$ cat src/design/det_pkg.sv
// ---------------------------------------------------------------------------
// det_pkg: shared types for the distance event tracker
// Entry layout, cell control word, command and result codes.
// ---------------------------------------------------------------------------
`default_nettype none
package det_pkg;

    localparam logic [39:0] OFS_MAX = 40'hFF_FFFF_FFFF;

    typedef enum logic [2:0] {
        FN_ADD_TARGET = 3'd0,
        FN_ADD_DIST   = 3'd1,
        FN_TICK       = 3'd2,
        FN_CANCEL_POS = 3'd3,
        FN_CANCEL_KEY = 3'd4,
        FN_STOP       = 3'd5,
        FN_LEN_CHANGE = 3'd6,
        FN_IMMEDIATE  = 3'd7
    } func_t;

    typedef enum logic [2:0] {
        K_REACHED   = 3'd0,
        K_CANCELLED = 3'd1,
        K_STOPPED   = 3'd2,
        K_DONE      = 3'd3,
        K_FULL      = 3'd4
    } kind_t;

    typedef enum logic {
        ST_IDLE,
        ST_SWEEP
    } state_t;

    typedef struct packed {
        logic [31:0]        distance;
        logic [31:0]        start;
        logic [39:0]        offset;
        logic [15:0]        key;
        logic signed [31:0] user_a;
        logic signed [31:0] user_b;
        logic [31:0]        tag;
    } entry_t;

    typedef struct packed {
        logic load;   // take the load data (new entry or kept head)
        logic shift;  // take the right neighbor
        logic bump;   // add amount to offset
    } cell_ctl_t;

endpackage
`default_nettype wire

$ cat src/design/det_cell.sv
// ---------------------------------------------------------------------------
// det_cell: one table slot
// Holds one entry; loads, shifts from its right neighbor or bumps its offset.
// ---------------------------------------------------------------------------
`default_nettype none
module det_cell
    import det_pkg::*;
(
    input  wire         aclk,
    input  cell_ctl_t   ctl,
    input  entry_t      load_data,
    input  entry_t      right_data,
    input  wire  [31:0] amount,
    output entry_t      data
);
    entry_t      data_reg, data_next;
    logic [40:0] sum;

    assign sum = {1'b0, data_reg.offset} + {9'd0, amount};

    always_comb begin
        data_next = data_reg;
        if (ctl.load) begin
            data_next = load_data;
        end else if (ctl.shift) begin
            data_next = right_data;
        end else if (ctl.bump) begin
            data_next.offset = sum[40] ? OFS_MAX : sum[39:0];
        end
    end

    always_ff @(posedge aclk) begin
        data_reg <= data_next;
    end

    assign data = data_reg;
endmodule
`default_nettype wire

$ cat config.mk
export PLATFORM = sky130hd
export DESIGN_NAME = det_cell
export DESIGN_NICKNAME = d
export VERILOG_FILES = /design/src/design/det_pkg.sv /design/src/design/det_cell.sv
export SDC_FILE = /design/constraint.sdc
export NUM_CORES = 1
export LEC_CHECK = 0
export BUFFER_PORTS_ARGS = -buffer_cell sky130_fd_sc_hd__buf_2
export CORE_AREA = 2 2 263 265
export CTS_CLUSTER_SIZE = 10
export DETAILED_ROUTE_END_ITERATION = 10
export DIE_AREA = 0 0 265 267
export PLACE_DENSITY = 0.43
export SKIP_LAST_GASP = 1
export SYNTH_ARGS = -nofsm -noshare
export SYNTH_HDL_FRONTEND = slang
export SYNTH_SLANG_ARGS = --single-unit
$ cat constraint.sdc
create_clock -name aclk -period 10.5 [get_ports aclk]
set_input_delay 1.05 -clock aclk [delete_from_list [all_inputs] [get_ports aclk]]
set_output_delay 1.05 -clock aclk [all_outputs]
set_load 0.05 [all_outputs]
==> results of run 1 <==
==> placed cells by master, fill, tap and decap left out, types with 2 or more instances in the layout <==
master	instances
a21oi_1	59
edfxtp_1	216
clkinv_2	4
a211o_1	3
nand4_1	4
diode_2	11
clkbuf_16	29
xnor2_1	19
nor2_1	31
o21a_1	6
nand3_1	10
a211oi_1	6
and3_1	6
and2_1	4
nand2_1	34
o211ai_1	3
o21bai_1	4
a31oi_1	2
clkbuf_1	6
buf_4	8
o21ai_0	21
o21ai_1	5
nand3b_1	2
mux2i_1	3
o22ai_1	35
nor2b_1	3
xor2_1	10
clkinv_1	3
ha_1	32
or3_1	3
mux2_2	177
inv_1	10
buf_2	682
nor3_1	13
a21o_1	21
==> power by group <==
part / internal, mW / total [mW] / leakage (nW) / switching, mW
clock: 0.519 / 0.895 / 0.403 / 0.376
combinational: 0.294 / 0.958 / 4.49 / 0.664
sequential: 1.07 / 1.11 / 2.20 / 0.0400
total: 1.88 / 2.96 / 7.09 / 1.08
==> worst max-delay path, cell delays in order <==
cell      delay (ns)
buf_2           0.10
ha_1            0.22
fa_1            0.43
a211oi_2        0.23
nor2_1          0.12
o21ai_2         0.23
a31oi_2         0.21
a41o_4          0.34
a2111o_2        0.66
nor2_4          0.65
nand3b_1        0.17
o221a_2         0.16
==> synthesized netlist by cell type, types with 2 or more instances <==
| cell | instances | area share (%) |
|---|---|---|
| edfxtp_1 | 216 | 58 |
| mux2_2 | 177 | 18 |
| a21oi_1 | 59 | 2.6 |
| clkbuf_1 | 36 | 1.2 |
| nand2_1 | 35 | 1.2 |
| o22ai_1 | 35 | 2.0 |
| ha_1 | 32 | 3.6 |
| nor2_1 | 31 | 1.0 |
| a21o_1 | 21 | 1.4 |
| o21ai_0 | 21 | 0.94 |
| xnor2_1 | 19 | 1.5 |
| nor3_1 | 13 | 0.58 |
| inv_1 | 10 | 0.34 |
| nand3_1 | 10 | 0.45 |
| xor2_1 | 10 | 0.79 |
| a211oi_1 | 6 | 0.40 |
| and3_1 | 6 | 0.34 |
| o21a_1 | 6 | 0.40 |
| o21ai_1 | 5 | 0.22 |
| and2_1 | 4 | 0.22 |
| nand4_1 | 4 | 0.22 |
| o21bai_1 | 4 | 0.27 |
| a211o_1 | 3 | 0.24 |
| mux2i_1 | 3 | 0.27 |
| nor2b_1 | 3 | 0.17 |
| o211ai_1 | 3 | 0.20 |
| or3_1 | 3 | 0.17 |
| a31oi_1 | 2 | 0.11 |
| buf_2 | 2 | 0.090 |
| buf_6 | 2 | 0.20 |
| nand3b_1 | 2 | 0.13 |
==> per-layer routing <==
layer | vias to the layer above | part of all wire [%] | GRT usage [%]
met2 | 494 | 51 | 26.23
met5 | - | 0.27 | 0
met4 | 22 | 3.5 | 5.925
li1 | 4526 | - | -
met3 | 135 | 11 | 6.661
met1 | 4684 | 34 | 14.93
==> final cells by class <==
type	count	area (µm²)
Inverter	10	37.54
Multi-Input combinational cell	541	4463
Tap cell	882	1104
Antenna cell	11	27.53
Fill cell	7412	51560
Timing Repair Buffer	691	3487
Sequential cell	216	6486
Clock buffer	35	748.2
Clock inverter	9	70.07
==> cell families (layout without fill, tap and decap cells) <==
family / after synthesis / in the layout
muxes: 180 / 180
other: 0 / 11
xor gates and xnor gates: 29 / 29
and+or+nand+nor: 116 / 116
AOI/OAI and AO/OA: 183 / 183
adders and majority gates: 33 / 33
buffers and inverters: 51 / 745
DFF: 216 / 216
==> stage by stage <==
stage | cells | worst slack [ns]
detailed placement | 2340 | 5.632
global placement | 2340 | 5.645
floorplan | 808 | 4.619
finish | 2395 | 6.231
global route | 2392 | 6.025
CTS | 2384 | 6.240
==> how the worst max path moves through the flow <==
stage | start | endpoint | slack, ns | cells after the start
finish | amount[0] | data[139] | 6.23 | 12
global route | amount[0] | data[139] | 6.03 | 12
CTS | amount[0] | data[139] | 6.24 | 12
detailed placement | amount[0] | data[139] | 5.63 | 12
global placement | amount[0] | data[147] | 5.64 | 12
floorplan | ctl[2] | data[0] | 4.62 | 4
==> flow_summary.toml, run 1 <==
[critical_path]
crit_path_start_kind = "primary input"
crit_fanout = 26
r2r_slack_ns = 6.37
reg2reg_depth = 11
crit_required_ns = 10.81
reg2reg_from = "data[112]"
endpoint_kind = "register"
worstPathArrival_ns = 4.58
crit_type = "in -> reg"
r2r_end = "data[139]"

[floorplanning]
core.rowCount = 96
coreArea_um2 = 67990
die_y_um = 267
ios = 684
start_util_pct = 16.41
dieArea_um2 = 70760
die_w_um = 265

[layout]
final_core_util_pct = 24.16
drive_above_1_share_pct = 61.19
area_growth_pct = 47.24
final_cell_area_um2 = 16420
largest_reg_flops = 216
final_nets = 1989

[timing]
fmax_ghz = 0.2342
finalSetupTns_ns = 0
setup-violations-final = 0
period_needed_ns = 4.269
final_hold_viol_count = 0
rsz0062_at_grt = "no"
maxSlewViolCount = 0
fin_skew_ns = 0.01598
relSlewSlack_pct = 35.72
holdWs_ns = 0.7510
worst_slew_pin_slew_ns = 0.9642
period_share_pct = 40.66

[clock_network]
ctsResizeCount = 0
clk_path_buf_depth = 3
cts_setup_buffers = 0
htreeDepth = 1
cts_made_buffers = 28
cts_root_buf = "clkbuf_16"
cts_tree = "yes"
clk_pin_slew_worst_paths_ns = 0.06
postCtsHoldBufs = 0
clk_latency_ns = 0.57
cts.sinks = 216

[route]
dr.first_iter.drc_count = 455
post_drt_wl_per_cell_um = 22.85
num_vias = 9861
drc = 0
drt_pass1_iterations = 5
vias_per_cell = 4.117
drtAntennaViolNets = 0
wl_um = 54720

[yosys]
ys_ff_latch = 216
yosys_warnings = 0
synth_simple_gate_area_share_pct = 4.879
synth_xor_area_share_pct = 2.277
post_synth_fa_ha_maj_area_fraction_pct = 3.769
yosysSeqAreaShare_pct = 58.15
synthFlopType = "edfxtp_1"
synth_cell_type_count = 56
async_reset_ff_share_pct = 0
syn-cell-area_um2 = 11150
syn_inst = 808
avgSynthCellArea_um2 = 13.81
muxShareOfSynthArea_pct = 18.14
syn_nets = 1309
synth-edff-count = 216
synth_top_family_by_area = "multiplexers"
synth_compound_area_share_pct = 10.88

[global_route]
grt_overflow_total = 0
grt_max_degree = 73
grt_pass1_wl_um = 74640
antenna_found_initial = 53
grt_pass1_vias = 10289
grt_usage_pct = 14.71

[power_and_ir_drop]
totalPowerFinal_mw = 2.963
power.leakage_nw = 7.095
power.density_nw_per_um2 = 180.4
peakVddDrop_uv = 124.6

[min_path]
min_from = "data[148]"
min_to = "data[148]"
hold_path_class = "reg -> reg"
holdPathStages = 2

[placed_design]
dp_hpwl_um = 45480
portBuffers = 683
dpl_cell_area_um2 = 15580
gp_congestion = 0.8729

[status]
status = "finished clean"

[job]
cap_violations = 0
Power figures use the tool's default switching activity.
==> run 2: changes to the inputs <==
Settings changed: ABC_AREA set to 1, CORE_AREA 2 2 263 265 to 2 2 270 272, DIE_AREA 0 0 265 267 to 0 0 272 274, PLACE_DENSITY 0.43 to 0.45.
Clock period 10.5 ns to 3.8 ns, I/O delays scaled along.
==> flow_summary.toml, run 2 <==
[min_path]
min_to = "data[214]"
holdPathStages = 3
hold_path_class = "in -> reg"
min_from = "load_data[214]"

[timing]
final_hold_viol_count = 0
period_needed_ns = 2.786
rsz0062_at_grt = "no"
relSlewSlack_pct = 35.31
worst_slew_pin_slew_ns = 0.9704
maxSlewViolCount = 0
holdWs_ns = 0.04070
fin_skew_ns = 0.01027
setup-violations-final = 0
period_share_pct = 73.33
finalSetupTns_ns = 0
fmax_ghz = 0.3589

[critical_path]
cpMaxStageDelayCell = "fa_1"
reg2reg_depth = 12
path_delay_family = "simple AND/OR/NAND/NOR gates"
crit_buf_inv = 0
endpoint_kind = "register"
critical_path.max_stage_delay_ns = 0.48
path_cells = "ha_1 -> fa_1 -> nand2_1 -> nand3_1 -> nand3_1 -> nand2_2 -> nand2_1 -> nand3_2 -> nand2_2 -> nand3_4 -> nor2_1 -> o21ai_0"
reg2reg_from = "data[112]"
r2r_slack_ns = 1.01
crit_fanout = 25
crit_type = "reg -> reg"
r2r_end = "data[131]"
worstPathArrival_ns = 3.13
crit_path_start_kind = "register"
crit_required_ns = 4.15

[yosys]
yosysSeqAreaShare_pct = 51.91
synth-edff-count = 216
netlist_top_cells_count = "nand2_1, edfxtp_1, inv_1"
ys_ff_latch = 216
synth.largest_area_cell = "edfxtp_1"
synth.most_common_cell = "nand2_1"
syn_inst = 1604
syn-cell-area_um2 = 12500
avgSynthCellArea_um2 = 7.790
syn_nets = 2105
yosys_warnings = 0
synthTopCellsByArea = "edfxtp_1, nand2_1, inv_1, ha_1, nor2_1"
async_reset_ff_share_pct = 0
synthFlopType = "edfxtp_1"
synth_top_area_share_pct = 51.91
synth_cell_type_count = 36

[clock_network]
cts_setup_buffers = 0
clk_latency_ns = 0.60
cts_tree = "yes"
clk_pin_slew_worst_paths_ns = 0.06
cts_root_buf = "clkbuf_16"
cts.sinks = 216
cts_made_buffers = 29
htreeDepth = 1
clk_path_buf_depth = 3

[power_and_ir_drop]
power.leakage_nw = 9.414
power.density_nw_per_um2 = 474.4
peakVddDrop_uv = 310.8

[route]
dr.first_iter.drc_count = 678
drc = 0
post_drt_wl_per_cell_um = 18.81
num_vias = 12953
drt_pass1_iterations = 5
drtAntennaViolNets = 0
vias_per_cell = 3.966
wl_um = 61440

[floorplanning]
ios = 684
start_util_pct = 17.36
die_w_um = 272
coreArea_um2 = 71970
die_y_um = 274
dieArea_um2 = 74530
core.rowCount = 99

[global_route]
grt_max_degree = 142
grt_pass1_wl_um = 85930
grt_overflow_total = 0
grt_pass1_vias = 13003
antenna_found_initial = 47
grt_usage_pct = 15.66

[placed_design]
gp_congestion = 0.8677
dp_hpwl_um = 49650
portBuffers = 683

[layout]
mostFrequentLayoutCell = "nand2_1"
drive_above_1_share_pct = 33.83
layout_common_cells = "nand2_1, buf_2, edfxtp_1"
final_nets = 2784
largest_reg_flops = 216
area_growth_pct = 44.13

[job]
cap_violations = 0

[status]
status = "finished clean"
-- run 2: power breakdown --
| part | internal [mW] | switching (mW) | leakage [nW] |
|---|---|---|---|
| registers | 2.95 | 0.109 | 2.23 |
| clock network | 1.52 | 1.18 | 0.429 |
| logic | 0.734 | 2.06 | 6.75 |
-- run 2: worst max path at each step --
stage	end	startpoint	cells past startpoint	slack (ns)
floorplan	data[143]	ctl[2]	7	0.13
global placement	data[122]	amount[0]	13	0.92
detailed placement	data[127]	amount[0]	13	0.87
global route	data[141]	data[112]	12	0.75
finish	data[131]	data[112]	12	1.01
CTS	data[127]	data[112]	12	0.95
-- run 2: cell type report --
type | instances | area, µm²
timing repair buffer | 703 | 3647
clock buffer | 33 | 740.7
fill | 8070 | 53960
multi-input combinational | 1201 | 5275
sequential | 216 | 6486
inverter | 132 | 508.0
tap | 959 | 1200
antenna | 7 | 17.52
clock inverter | 15 | 135.1
-- run 2: cell families after synthesis --
family	after synthesis	share of synthesized area [%]
xor+xnor	17	1.192
simple gates	1068	33.65
buf+inv	187	5.878
fa+ha+maj	33	3.364
compound gates	83	4.005
flops	216	51.91
-- run 2: per-stage QoR --
step | setup WS [ns] | power, mW | utilization [%] | cell area (µm²) | cells
after floorplan | 0.1331 | 4.990 | - | 12500 | 1604
after global placement | 0.9210 | 5.919 | 23.66 | 17030 | 3202
after detailed placement | 0.8678 | 5.912 | 23.66 | 17030 | 3202
after CTS | 0.9499 | 8.671 | 25.00 | 17990 | 3259
after global routing | 0.7502 | 8.989 | 25.02 | 18010 | 3265
final | 1.014 | 8.543 | 25.02 | 18010 | 3266
-- run 2: layer usage --
metal	track usage (%)	share of wire, %
met1	17.36	38
met2	28.86	51
met3	4.361	7.7
met4	4.887	3.2
met5	0	0.14
-- run 2: worst min-delay path, delay by kind of cell --
family,cells,cell delay [ns]
simple gates,2,0.09
buf+inv,1,0.07
-- run 2: timing repair --
action	4_1_cts	5_1_grt
hold endpoints to repair	8	0
hold buffers	9	0
gates resized for setup	0	0
==> run 3: changes to the inputs <==
Clock period 3.8 ns to 2.5 ns, I/O delays scaled along.
==> flow_summary.toml, run 3 (synthesized netlist as in run 2, its figures left out) <==
[power_and_ir_drop]
peakVddDrop_uv = 443.2
power.density_nw_per_um2 = 618.0
power.leakage_nw = 11.17
totalPowerFinal_mw = 13.66

[global_route]
grt_overflow_total = 0
grtUsageMet3_pct = 3.967
grt.met1_usage_pct = 18.46
grt_max_degree = 134
grt_usage_pct = 16.42
antenna_found_initial = 41
grt.busiest_layer = "met2"
grt_pass1_wl_um = 91700
use_met2_pct = 29.27
grt_pass1_vias = 14751

[route]
vias_per_cell = 3.962
drt_pass1_iterations = 4
post_drt_wl_per_cell_um = 17.72
wl_um = 64890
drc = 0
num_vias = 14506
dr.first_iter.drc_count = 759
drtAntennaViolNets = 0

[floorplanning]
start_util_pct = 17.36
die_w_um = 272
core.rowCount = 99
die_y_um = 274
ios = 684
coreArea_um2 = 71970
dieArea_um2 = 74530

[layout]
instances_no_fill = 3661
area_growth_pct = 76.86
mostFrequentLayoutCell = "nand2_1"
final_cell_area_um2 = 22100
layout_common_cells = "nand2_1, buf_2, dlygate4sd3_1"
final_core_util_pct = 30.71
largest_reg_flops = 216
final_nets = 3168
drive_above_1_share_pct = 31.27

[job]
cap_violations = 0

[timing]
setup-violations-final = 0
final_hold_viol_count = 0
fmax_ghz = 0.4132
period_share_pct = 96.81
relSlewSlack_pct = 52.31
finalSetupTns_ns = 0
fin_skew_ns = 0.02744
maxSlewViolCount = 0
period_needed_ns = 2.420
rsz0062_at_grt = "yes"
worst_slew_pin_slew_ns = 0.7153

[clock_network]
cts.sinks = 216
cts_root_buf = "clkbuf_16"
clk_path_buf_depth = 3
cts_made_buffers = 29
htreeDepth = 1
cts_tree = "yes"
clk_latency_ns = 0.58
clk_pin_slew_worst_paths_ns = 0.06

[min_path]
hold_path_class = "in -> reg"
min_from = "right_data[110]"
holdPathStages = 3

[critical_path]
reg2reg_depth = 13
path_delay_family = "simple AND/OR/NAND/NOR gates"
crit_fanout = 9
crit_required_ns = 2.82
worstPathArrival_ns = 2.74
crit_type = "reg -> reg"
endpoint_kind = "register"
crit_path_start = "data[112]"
crit_cells = 13
cpMaxStageDelayCell = "fa_2"
path_cells = "ha_4 -> fa_2 -> nand2_1 -> nand3_2 -> nand3_2 -> nand2_4 -> nand2_4 -> nand3_4 -> nand2_4 -> nand3_4 -> clkbuf_16 -> nor2_1 -> o21ai_2"
reg2reg_from = "data[112]"
path_common_cell = "nand2_4"
crit_buf_inv = 1
critical_path.max_stage_delay_ns = 0.43
crit_path_start_kind = "register"

[status]
status = "finished clean"

[placed_design]
dpl_cell_area_um2 = 17170
dp_hpwl_um = 50650
dp.cells = 3217
gp_congestion = 0.8822
portBuffers = 683
-- run 3: changes by cell type in the layout (fill, tap and decap cells not counted), moves of 5 or more --
cell           before  now
ha_1               32   26
nor2_2             13   18
nand3_2             2    7
dlygate4sd3_1       9  369
diode_2             7   19
nand3_1            59   53
o21ai_0            32   27
nor2_1             95   82
buf_4               7   26
nor2_4              0    8
-- run 3: area by class of cell --
type	count	area, µm²
clock buffers	35	748.2
multi-input cells	1201	5494
diodes	19	47.55
clock inverters	12	117.6
repair buffers	1087	7498
well taps	959	1200
flip-flops and latches	216	6486
inverters	132	508.0
fillers	7711	49870
-- run 3: timing repair --
action / 4_1_cts / 5_1_grt
pin swaps: 0 / 7
gates resized for setup: 1 / 55
gates cloned: 0 / 2
hold endpoints to repair: 205 / 0
setup endpoints to repair: 2 / 40
hold buffers: 369 / 0
buffers inserted: 0 / 7
-- run 3: per-stage QoR --
step	hold slack, ns	worst slack [ns]
4_1_cts	0.0002301	0.01584
3_5_place_dp	0.5153	-0.001102
2_1_floorplan	0.4286	-0.006238
5_1_grt	0.009792	-0.03829
6_report	0.03675	0.07969
3_3_place_gp	0.5147	0.04947
-- run 3: final timing paths --
path,to,slack [ns]
worst max register to register,data[120],0.08
worst max-delay path,data[120],0.08
worst min-delay path,data[110],0.04
worst min register to register,data[151],0.73
-- run 3: report_power, final --
part           switching (mW)  internal (mW)  total, mW
Sequential              0.171           4.48       4.65
Clock                    1.67           2.30       3.97
Combinational            3.34           1.69       5.03
Total                    5.18           8.48       13.7
-- run 3: per-layer routing --
layer	wire (µm)	up-vias
met2	33370	509
met3	4258	115
met4	2127	12
li1	-	7236
met5	80	-
met1	25060	6634
-- run 3: worst register-to-register path, stage by stage, from the launching register on --
cell,delay [ns]
edfxtp_1,0.42
ha_4,0.20
fa_2,0.43
nand2_1,0.09
nand3_2,0.07
nand3_2,0.09
nand2_4,0.08
nand2_4,0.08
nand3_4,0.09
nand2_4,0.08
nand3_4,0.13
clkbuf_16,0.23
nor2_1,0.12
o21ai_2,0.06
